--- src/rtl/core/hsvrgb_pkg.sv ---
package hsvrgb_pkg;

  // input request: one pixel in hsv form
  typedef struct packed {
    logic [15:0] hue;
    logic [15:0] saturation;
    logic [15:0] brightness;
  } hsv_t;

  // output request: one pixel in rgb form
  typedef struct packed {
    logic [15:0] red;
    logic [15:0] green;
    logic [15:0] blue;
  } rgb_t;

  // 60 degree sectors of the colour wheel
  typedef enum logic [2:0] {
    SEC_RED_YEL = 3'd0,
    SEC_YEL_GRN = 3'd1,
    SEC_GRN_CYN = 3'd2,
    SEC_CYN_BLU = 3'd3,
    SEC_BLU_MAG = 3'd4,
    SEC_MAG_RED = 3'd5
  } sector_t;

  // register stages in the converter pipeline
  localparam int NSTAGE = 7;

  // one sector in tenths of a degree
  localparam logic [9:0]  HUE_SECTOR = 10'd600;
  // floor(2^22 / 600), underestimates hue / 600 by at most one
  localparam logic [12:0] HUE_RECIP  = 13'd6990;
  // q * 43 >> 8 equals q / 6 for q up to 127
  localparam logic [5:0]  SIX_RECIP  = 6'd43;
  localparam logic [2:0]  SECTORS    = 3'd6;
  // floor(2^32 / 600), underestimates c*t / 600 by at most one
  localparam logic [22:0] RAMP_RECIP = 23'd7158278;
  localparam logic [15:0] FULL_SCALE = 16'hFFFF;

endpackage

--- src/rtl/core/hsv_to_rgb_converter_top.sv ---
// hsv to rgb pixel converter, seven register stages
// throughput: one pixel per cycle unless stalled; the hue and ramp divides by 600 each
// use reciprocal multiply and correction stages, chroma / 65535 folds and corrects
// reset: rst clears the stage valid bits only; the data registers are not reset
module hsv_to_rgb_converter_top (
  input  logic               clk,
  input  logic               rst,
  input  logic               hsv_valid,
  output logic               hsv_stall,
  input  hsvrgb_pkg::hsv_t   hsv,
  output logic               rgb_valid,
  input  logic               rgb_stall,
  output hsvrgb_pkg::rgb_t   rgb
);
  import hsvrgb_pkg::*;

  logic [NSTAGE:1] vld;
  logic [NSTAGE:1] rdy;

  // stage ready chain, bubbles are filled
  always_comb begin
    rdy[NSTAGE] = !vld[NSTAGE] || !rgb_stall;
    for (int k = NSTAGE - 1; k >= 1; k--) begin
      rdy[k] = !vld[k] || rdy[k+1];
    end
  end

  assign hsv_stall = !rdy[1];
  assign rgb_valid = vld[NSTAGE];

  // valid bits travel with the data
  always_ff @(posedge clk) begin
    if (rst) begin
      vld <= '0;
    end else begin
      if (rdy[1]) begin
        vld[1] <= hsv_valid;
      end
      for (int k = 2; k <= NSTAGE; k++) begin
        if (rdy[k]) begin
          vld[k] <= vld[k-1];
        end
      end
    end
  end

  // stage 1: hue / 600 estimate and brightness * saturation
  logic [28:0] hue_prod;
  logic [15:0] s1_hue;
  logic [6:0]  s1_qest;
  logic [31:0] s1_cprod;
  logic [15:0] s1_val;

  assign hue_prod = 29'(hsv.hue) * 29'(HUE_RECIP);

  always_ff @(posedge clk) begin
    if (rdy[1]) begin
      s1_hue   <= hsv.hue;
      s1_qest  <= hue_prod[28:22];
      s1_cprod <= 32'(hsv.brightness) * 32'(hsv.saturation);
      s1_val   <= hsv.brightness;
    end
  end

  // stage 2: correct the hue quotient, finish chroma = product / 65535
  logic [15:0] hue_base;
  logic [10:0] hue_rem;
  logic [15:0] cq0;
  logic [16:0] crem;
  logic [6:0]  s2_q;
  logic [9:0]  s2_off;
  logic [15:0] s2_c;
  logic [15:0] s2_val;

  assign hue_base = 16'(s1_qest) * 16'(HUE_SECTOR);
  assign hue_rem  = 11'(s1_hue - hue_base);
  assign cq0      = s1_cprod[31:16];
  assign crem     = {1'b0, s1_cprod[15:0]} + {1'b0, cq0};

  always_ff @(posedge clk) begin
    if (rdy[2]) begin
      if (hue_rem >= 11'(HUE_SECTOR)) begin
        s2_q   <= s1_qest + 7'd1;
        s2_off <= 10'(hue_rem - 11'(HUE_SECTOR));
      end else begin
        s2_q   <= s1_qest;
        s2_off <= hue_rem[9:0];
      end
      s2_c   <= (crem >= 17'(FULL_SCALE)) ? cq0 + 16'd1 : cq0;
      s2_val <= s1_val;
    end
  end

  // stage 3: sector = quotient mod 6, ramp weight, offset m
  logic [12:0] six_prod;
  logic [6:0]  q_div6;
  logic [2:0]  sec_raw;
  sector_t     s3_sector;
  logic [9:0]  s3_t;
  logic [15:0] s3_c;
  logic [15:0] s3_m;

  assign six_prod = 13'(s2_q) * 13'(SIX_RECIP);
  assign q_div6   = 7'(six_prod >> 8);
  assign sec_raw  = 3'(s2_q - 7'(q_div6 * 7'(SECTORS)));

  always_ff @(posedge clk) begin
    if (rdy[3]) begin
      s3_sector <= sector_t'(sec_raw);
      s3_t      <= sec_raw[0] ? HUE_SECTOR - s2_off : s2_off;
      s3_c      <= s2_c;
      s3_m      <= s2_val - s2_c;
    end
  end

  // stage 4: c * t
  logic [25:0] s4_ct;
  sector_t     s4_sector;
  logic [15:0] s4_c;
  logic [15:0] s4_m;

  always_ff @(posedge clk) begin
    if (rdy[4]) begin
      s4_ct     <= 26'(s3_c) * 26'(s3_t);
      s4_sector <= s3_sector;
      s4_c      <= s3_c;
      s4_m      <= s3_m;
    end
  end

  // stage 5: x estimate by reciprocal multiply
  logic [48:0] ramp_prod;
  logic [15:0] s5_xest;
  logic [25:0] s5_ct;
  sector_t     s5_sector;
  logic [15:0] s5_c;
  logic [15:0] s5_m;

  assign ramp_prod = 49'(s4_ct) * 49'(RAMP_RECIP);

  always_ff @(posedge clk) begin
    if (rdy[5]) begin
      s5_xest   <= ramp_prod[47:32];
      s5_ct     <= s4_ct;
      s5_sector <= s4_sector;
      s5_c      <= s4_c;
      s5_m      <= s4_m;
    end
  end

  // stage 6: correct x by one remainder compare
  logic [25:0] ramp_base;
  logic [25:0] ramp_rem;
  logic [15:0] s6_x;
  sector_t     s6_sector;
  logic [15:0] s6_c;
  logic [15:0] s6_m;

  assign ramp_base = 26'(s5_xest) * 26'(HUE_SECTOR);
  assign ramp_rem  = s5_ct - ramp_base;

  always_ff @(posedge clk) begin
    if (rdy[6]) begin
      s6_x      <= (ramp_rem >= 26'(HUE_SECTOR)) ? s5_xest + 16'd1 : s5_xest;
      s6_sector <= s5_sector;
      s6_c      <= s5_c;
      s6_m      <= s5_m;
    end
  end

  // stage 7: place c and x by sector, add m
  logic [15:0] rp;
  logic [15:0] gp;
  logic [15:0] bp;

  always_comb begin
    case (s6_sector)
      SEC_RED_YEL: begin rp = s6_c;  gp = s6_x;  bp = '0;    end
      SEC_YEL_GRN: begin rp = s6_x;  gp = s6_c;  bp = '0;    end
      SEC_GRN_CYN: begin rp = '0;    gp = s6_c;  bp = s6_x;  end
      SEC_CYN_BLU: begin rp = '0;    gp = s6_x;  bp = s6_c;  end
      SEC_BLU_MAG: begin rp = s6_x;  gp = '0;    bp = s6_c;  end
      default:     begin rp = s6_c;  gp = '0;    bp = s6_x;  end
    endcase
  end

  always_ff @(posedge clk) begin
    if (rdy[7]) begin
      rgb.red   <= rp + s6_m;
      rgb.green <= gp + s6_m;
      rgb.blue  <= bp + s6_m;
    end
  end

  function automatic logic sec_raw_q3_ok(input sector_t s);
    return 3'(s) < SECTORS;
  endfunction

  // hue split stays inside one sector
  a_off_range: assert property (@(posedge clk) disable iff (rst)
    vld[2] |-> (s2_off < HUE_SECTOR) && (s2_q <= 7'd109))
    else $error("hue offset or quotient out of range");

  // sector code and ramp weight in range after mod 6
  a_sector_range: assert property (@(posedge clk) disable iff (rst)
    vld[3] |-> (sec_raw_q3_ok(s3_sector)) && (s3_t <= HUE_SECTOR))
    else $error("sector or ramp weight out of range");

  // corrected ramp term never exceeds chroma
  a_ramp_le_chroma: assert property (@(posedge clk) disable iff (rst)
    vld[6] |-> (s6_x <= s6_c))
    else $error("ramp term exceeds chroma");

endmodule
--- config.mk ---
export PLATFORM = sky130hd
export DESIGN_NAME = hsv_to_rgb_converter_top
export DESIGN_NICKNAME = d
export VERILOG_FILES = /design/src/rtl/core/hsvrgb_pkg.sv /design/src/rtl/core/hsv_to_rgb_converter_top.sv
export SDC_FILE = /design/constraint.sdc
export NUM_CORES = 2
export LEC_CHECK = 0
export ABC_CLOCK_PERIOD_IN_PS = 7500
export BUFFER_PORTS_ARGS = -buffer_cell sky130_fd_sc_hd__buf_2
export CORE_ASPECT_RATIO = 0.6
export CORE_MARGIN = 2
export CORE_UTILIZATION = 29
export DETAILED_ROUTE_END_ITERATION = 16
export PLACE_DENSITY = 0.49
export REMOVE_ABC_BUFFERS = 1
export SYNTH_ARGS = -nofsm -noshare
export SYNTH_HDL_FRONTEND = slang
export SYNTH_SLANG_ARGS = --single-unit
--- constraint.sdc ---
create_clock -name clk -period 7.5 [get_ports clk]
set_clock_uncertainty 0.2 [all_clocks]
set_input_delay 1.5 -clock clk [delete_from_list [all_inputs] [get_ports clk]]
set_output_delay 1.5 -clock clk [all_outputs]
set_load 0.05 [all_outputs]
==> metrics.log <==
INFO  metric cp-start-kind = register
INFO  metric finalSetupViolCount = 0
INFO  metric ys_warn_count = 0
INFO  metric die_w = between 500 and 600 um
INFO  metric endpoint_kind = register
INFO  metric vias = 31,340
INFO  metric grt_pass1_vias = 31,720
INFO  metric cts_tree = built
INFO  metric clock_sinks = 401
INFO  metric cts_inserted_buffers = 42
INFO  metric grt_setup_unrepaired = no
INFO  metric fin_area = 0.05275 sq mm
INFO  metric io_pins = 102
INFO  metric detail_route.iter0.violations = 2,151
INFO  metric count_of_nets_after_finishing = 5,975
INFO  metric async_reset_ff_share = 0%
INFO  metric worstSkewPairLatency = 0.62 ns
INFO  metric fin_hold_ws = 0.2026 ns
INFO  metric synthesis.area = 0.04663 sq mm
INFO  metric area_fraction_in_compound_gates_after_synthesis = 8.767%
INFO  metric placement.io_buffers = 101
INFO  metric cts_max_level = 2
INFO  metric syn_avg_cell_area = between 10 and 15 sq um
INFO  metric grt_remaining_overflow = 0
INFO  metric placementRows = between 100 and 150
INFO  metric slew_viol_final = 0
INFO  metric crit_fanout = 5
INFO  metric status = finished, final reports clean
INFO  metric yosys_register_bits = 401
INFO  metric timing.slew.headroom = 23.82%
INFO  metric drt_pre_antenna_iters = 5
INFO  metric worst-slew-pin-transition = 1.139 ns
INFO  metric synthDistinctLibCells = 81
INFO  metric grtUsageTotal = approximately 15%
INFO  metric min_path_type = register to register
INFO  metric critical_path_required = ~7.6 ns
INFO  metric report.final.hold_viol_count = 0
INFO  metric minimum_clock_period_after_layout = between 7 and 8 ns
INFO  metric layout-drive-gt1-share = 9.354%
INFO  metric detail-route-antenna-nets = 0
INFO  metric total_die_area = 0.1641 sq mm
INFO  metric timing.final.crit_share = 96.00%
INFO  metric root_cell_of_the_clock_tree = sky130_fd_sc_hd__clkbuf_16
INFO  metric synth_simple_gate_area_share = 9.787%
INFO  metric cp.arrival = about 7.3 ns
INFO  metric ys_dominant_reg_cell = sky130_fd_sc_hd__edfxtp_1
INFO  metric post_drt_via_cell_ratio = 4.594
INFO  metric final_common_cell = sky130_fd_sc_hd__inv_1
INFO  metric synth-edff-count = 394
INFO  metric floorplan.die.height = 314.6 um
INFO  metric initial_utilization = 29.34%
INFO  metric synthAdderAreaFrac = 43.69%
INFO  metric finalWirelength = 119,800 um
INFO  metric timing.max_cap.violations = 0
INFO  metric layout.cells.most_common_list = sky130_fd_sc_hd__inv_1, sky130_fd_sc_hd__ha_1, sky130_fd_sc_hd__fa_1
INFO  metric coreArea = 0.1589 sq mm
INFO  metric drt_drc_violations_left = 0
INFO  metric first_pass_grt_wire_length = between 150,000 and 200,000 um
INFO  metric criticalPathCategory = register to register
INFO  metric post-dp-hpwl = 100,800 um
INFO  metric post_synth_inst_count = 4,398
INFO  metric globalplace.congestion = between 0.8 and 0.9
INFO  metric grt_start_max_net_pins = 75
INFO  metric synth_seq_area_share = 25.68%
INFO  metric synth_top_family_by_area = adder cells
INFO  metric synth-xor-area-share = ~4.1%
INFO  metric yosys-mux-area-fraction = less than 1%
INFO  metric placedInstanceArea = 0.05106 sq mm
INFO  metric clock.fmax = 138.9 MHz
INFO  metric fin_setup_tns = 0 ns
INFO  metric synthToLayoutAreaGrowth = 13.14%
INFO  metric antenna_found_initial = 11
INFO  metric cts.path.max_buffers = 3
INFO  metric routed_wire_length_per_instance = around 18 um
INFO  metric clk_transition_reported_paths = 0.06 ns
## critical path: stages (launching register included)
cell	delay, ns
sky130_fd_sc_hd__edfxtp_1	0.39
sky130_fd_sc_hd__buf_6	0.16
sky130_fd_sc_hd__fa_1	0.55
sky130_fd_sc_hd__fa_1	0.45
sky130_fd_sc_hd__fa_1	0.51
sky130_fd_sc_hd__inv_1	0.05
sky130_fd_sc_hd__fa_1	0.50
sky130_fd_sc_hd__fa_1	0.49
sky130_fd_sc_hd__inv_1	0.05
sky130_fd_sc_hd__fa_1	0.48
sky130_fd_sc_hd__fa_1	0.47
sky130_fd_sc_hd__ha_1	0.32
sky130_fd_sc_hd__nand4_1	0.17
sky130_fd_sc_hd__buf_4	0.19
sky130_fd_sc_hd__nor4_1	0.40
sky130_fd_sc_hd__o21ai_0	0.15
sky130_fd_sc_hd__a21oi_1	0.17
sky130_fd_sc_hd__buf_4	0.17
sky130_fd_sc_hd__o41ai_4	0.10
sky130_fd_sc_hd__o21ai_2	0.21
sky130_fd_sc_hd__a2111oi_4	0.10
sky130_fd_sc_hd__buf_4	0.16
sky130_fd_sc_hd__o21ai_1	0.24
sky130_fd_sc_hd__o41ai_2	0.10
sky130_fd_sc_hd__xnor2_1	0.14
## final cells by class
class                   instances  area, sq um
inverters                     821         3082
repair buffers                310         2203
multi-input cells            3083        31300
clock inverters                32        469.2
flip-flops and latches        401        11970
diodes                          2        5.005
well taps                    2127         2661
clock buffers                  46         1066
fillers                     16220       106200
## flip-flops by register name, summed over array words and instances, names as in the netlist, 10 cells and up
signal / cells
s5_m: 16
s4_ct: 26
s6_x: 16
s4_c: 16
s5_xest: 16
s6_m: 16
s2_off: 10
s3_m: 16
s4_m: 16
s3_t: 10
s3_c: 16
rgb: 48
s1_cprod: 32
s2_c: 16
s6_c: 16
s5_ct: 23
s5_c: 16
s2_val: 16
s1_hue: 11
s1_val: 16
## layer usage
metal	global-route usage, %	vias up	wire length, um
met3	3.267	73	8257
met5	0	-	0
met4	1.570	0	1095
met1	24.96	15470	66670
met2	18.86	708	43790
li1	-	15090	-
## cell usage after synthesis, types with 4 or more instances
cell / number / share of area (%)
sky130_fd_sc_hd__a2111oi_0: 14 / 0.26
sky130_fd_sc_hd__a211o_1: 5 / 0.094
sky130_fd_sc_hd__a211oi_1: 21 / 0.34
sky130_fd_sc_hd__a21boi_0: 15 / 0.24
sky130_fd_sc_hd__a21o_1: 61 / 0.98
sky130_fd_sc_hd__a21oi_1: 156 / 1.7
sky130_fd_sc_hd__a22o_1: 40 / 0.75
sky130_fd_sc_hd__a311oi_1: 5 / 0.094
sky130_fd_sc_hd__a31oi_1: 20 / 0.27
sky130_fd_sc_hd__and2_1: 171 / 2.3
sky130_fd_sc_hd__and3_1: 28 / 0.38
sky130_fd_sc_hd__and4_1: 4 / 0.075
sky130_fd_sc_hd__buf_1: 7 / 0.056
sky130_fd_sc_hd__clkbuf_1: 83 / 0.67
sky130_fd_sc_hd__dfxtp_1: 7 / 0.30
sky130_fd_sc_hd__edfxtp_1: 394 / 25
sky130_fd_sc_hd__fa_1: 607 / 26
sky130_fd_sc_hd__ha_1: 657 / 18
sky130_fd_sc_hd__inv_1: 820 / 6.6
sky130_fd_sc_hd__mux2_2: 12 / 0.29
sky130_fd_sc_hd__mux2i_1: 11 / 0.24
sky130_fd_sc_hd__nand2_1: 421 / 3.4
sky130_fd_sc_hd__nand2b_1: 20 / 0.27
sky130_fd_sc_hd__nand3_1: 32 / 0.34
sky130_fd_sc_hd__nand4_1: 18 / 0.24
sky130_fd_sc_hd__nor2_1: 153 / 1.2
sky130_fd_sc_hd__nor2b_1: 26 / 0.35
sky130_fd_sc_hd__nor3_1: 47 / 0.50
sky130_fd_sc_hd__nor4_1: 7 / 0.094
sky130_fd_sc_hd__o2111ai_1: 9 / 0.17
sky130_fd_sc_hd__o211a_1: 6 / 0.13
sky130_fd_sc_hd__o211ai_1: 11 / 0.18
sky130_fd_sc_hd__o211ai_2: 7 / 0.19
sky130_fd_sc_hd__o21a_1: 30 / 0.48
sky130_fd_sc_hd__o21ai_0: 117 / 1.3
sky130_fd_sc_hd__o21ai_1: 5 / 0.054
sky130_fd_sc_hd__o21bai_1: 29 / 0.47
sky130_fd_sc_hd__o22ai_1: 5 / 0.067
sky130_fd_sc_hd__o31a_1: 9 / 0.17
sky130_fd_sc_hd__o31ai_1: 11 / 0.18
sky130_fd_sc_hd__or2_2: 6 / 0.081
sky130_fd_sc_hd__or3_1: 14 / 0.19
sky130_fd_sc_hd__xnor2_1: 165 / 3.1
sky130_fd_sc_hd__xor2_1: 54 / 1.0
## what timing repair did
| item | 4_1_cts | 5_1_grt |
|---|---|---|
| gates cloned | 0 | 0 |
| setup endpoints to repair | 5 | 22 |
| buffers inserted | 0 | 12 |
| hold buffers | 0 | 0 |
| gates resized for setup | 4 | 10 |
| pin swaps | 1 | 2 |
## worst paths after layout
kind                                     end  slack [ns]          from  cells after the start
worst max-delay path             s5_xest[15]        0.30     s4_ct[12]                     24
worst min-delay path            s5_sector[2]        0.20  s4_sector[2]                      0
worst max register to register   s5_xest[15]        0.30     s4_ct[12]                     24
worst min register to register  s5_sector[2]        0.20  s4_sector[2]                      0
## per-stage QoR
step / setup slack (ns) / util, % / std cells
finish: 0.2997 / 33.20 / 6822
global route: 0.001064 / 33.19 / 6820
CTS: 0.04121 / 33.11 / 6808
detailed placement: -0.4286 / 32.13 / 6730
global placement: -0.3856 / 32.13 / 6730
floorplan: 0.3603 / - / 4305
## cells by family (layout without fill, tap and decap cells)
logic type / count (synthesis) / after routing
AOI/OAI and AO/OA: 610 / 610
xor gates and xnor gates: 220 / 220
adders and majority gates: 1264 / 1264
buffers and inverters: 914 / 1209
DFF: 401 / 401
muxes: 24 / 24
other: 0 / 2
and+or+nand+nor: 965 / 965
Power is left out: the tool's default activity adds up to more than one toggle a clock period on the data nets, which glitch-free logic cannot reach.
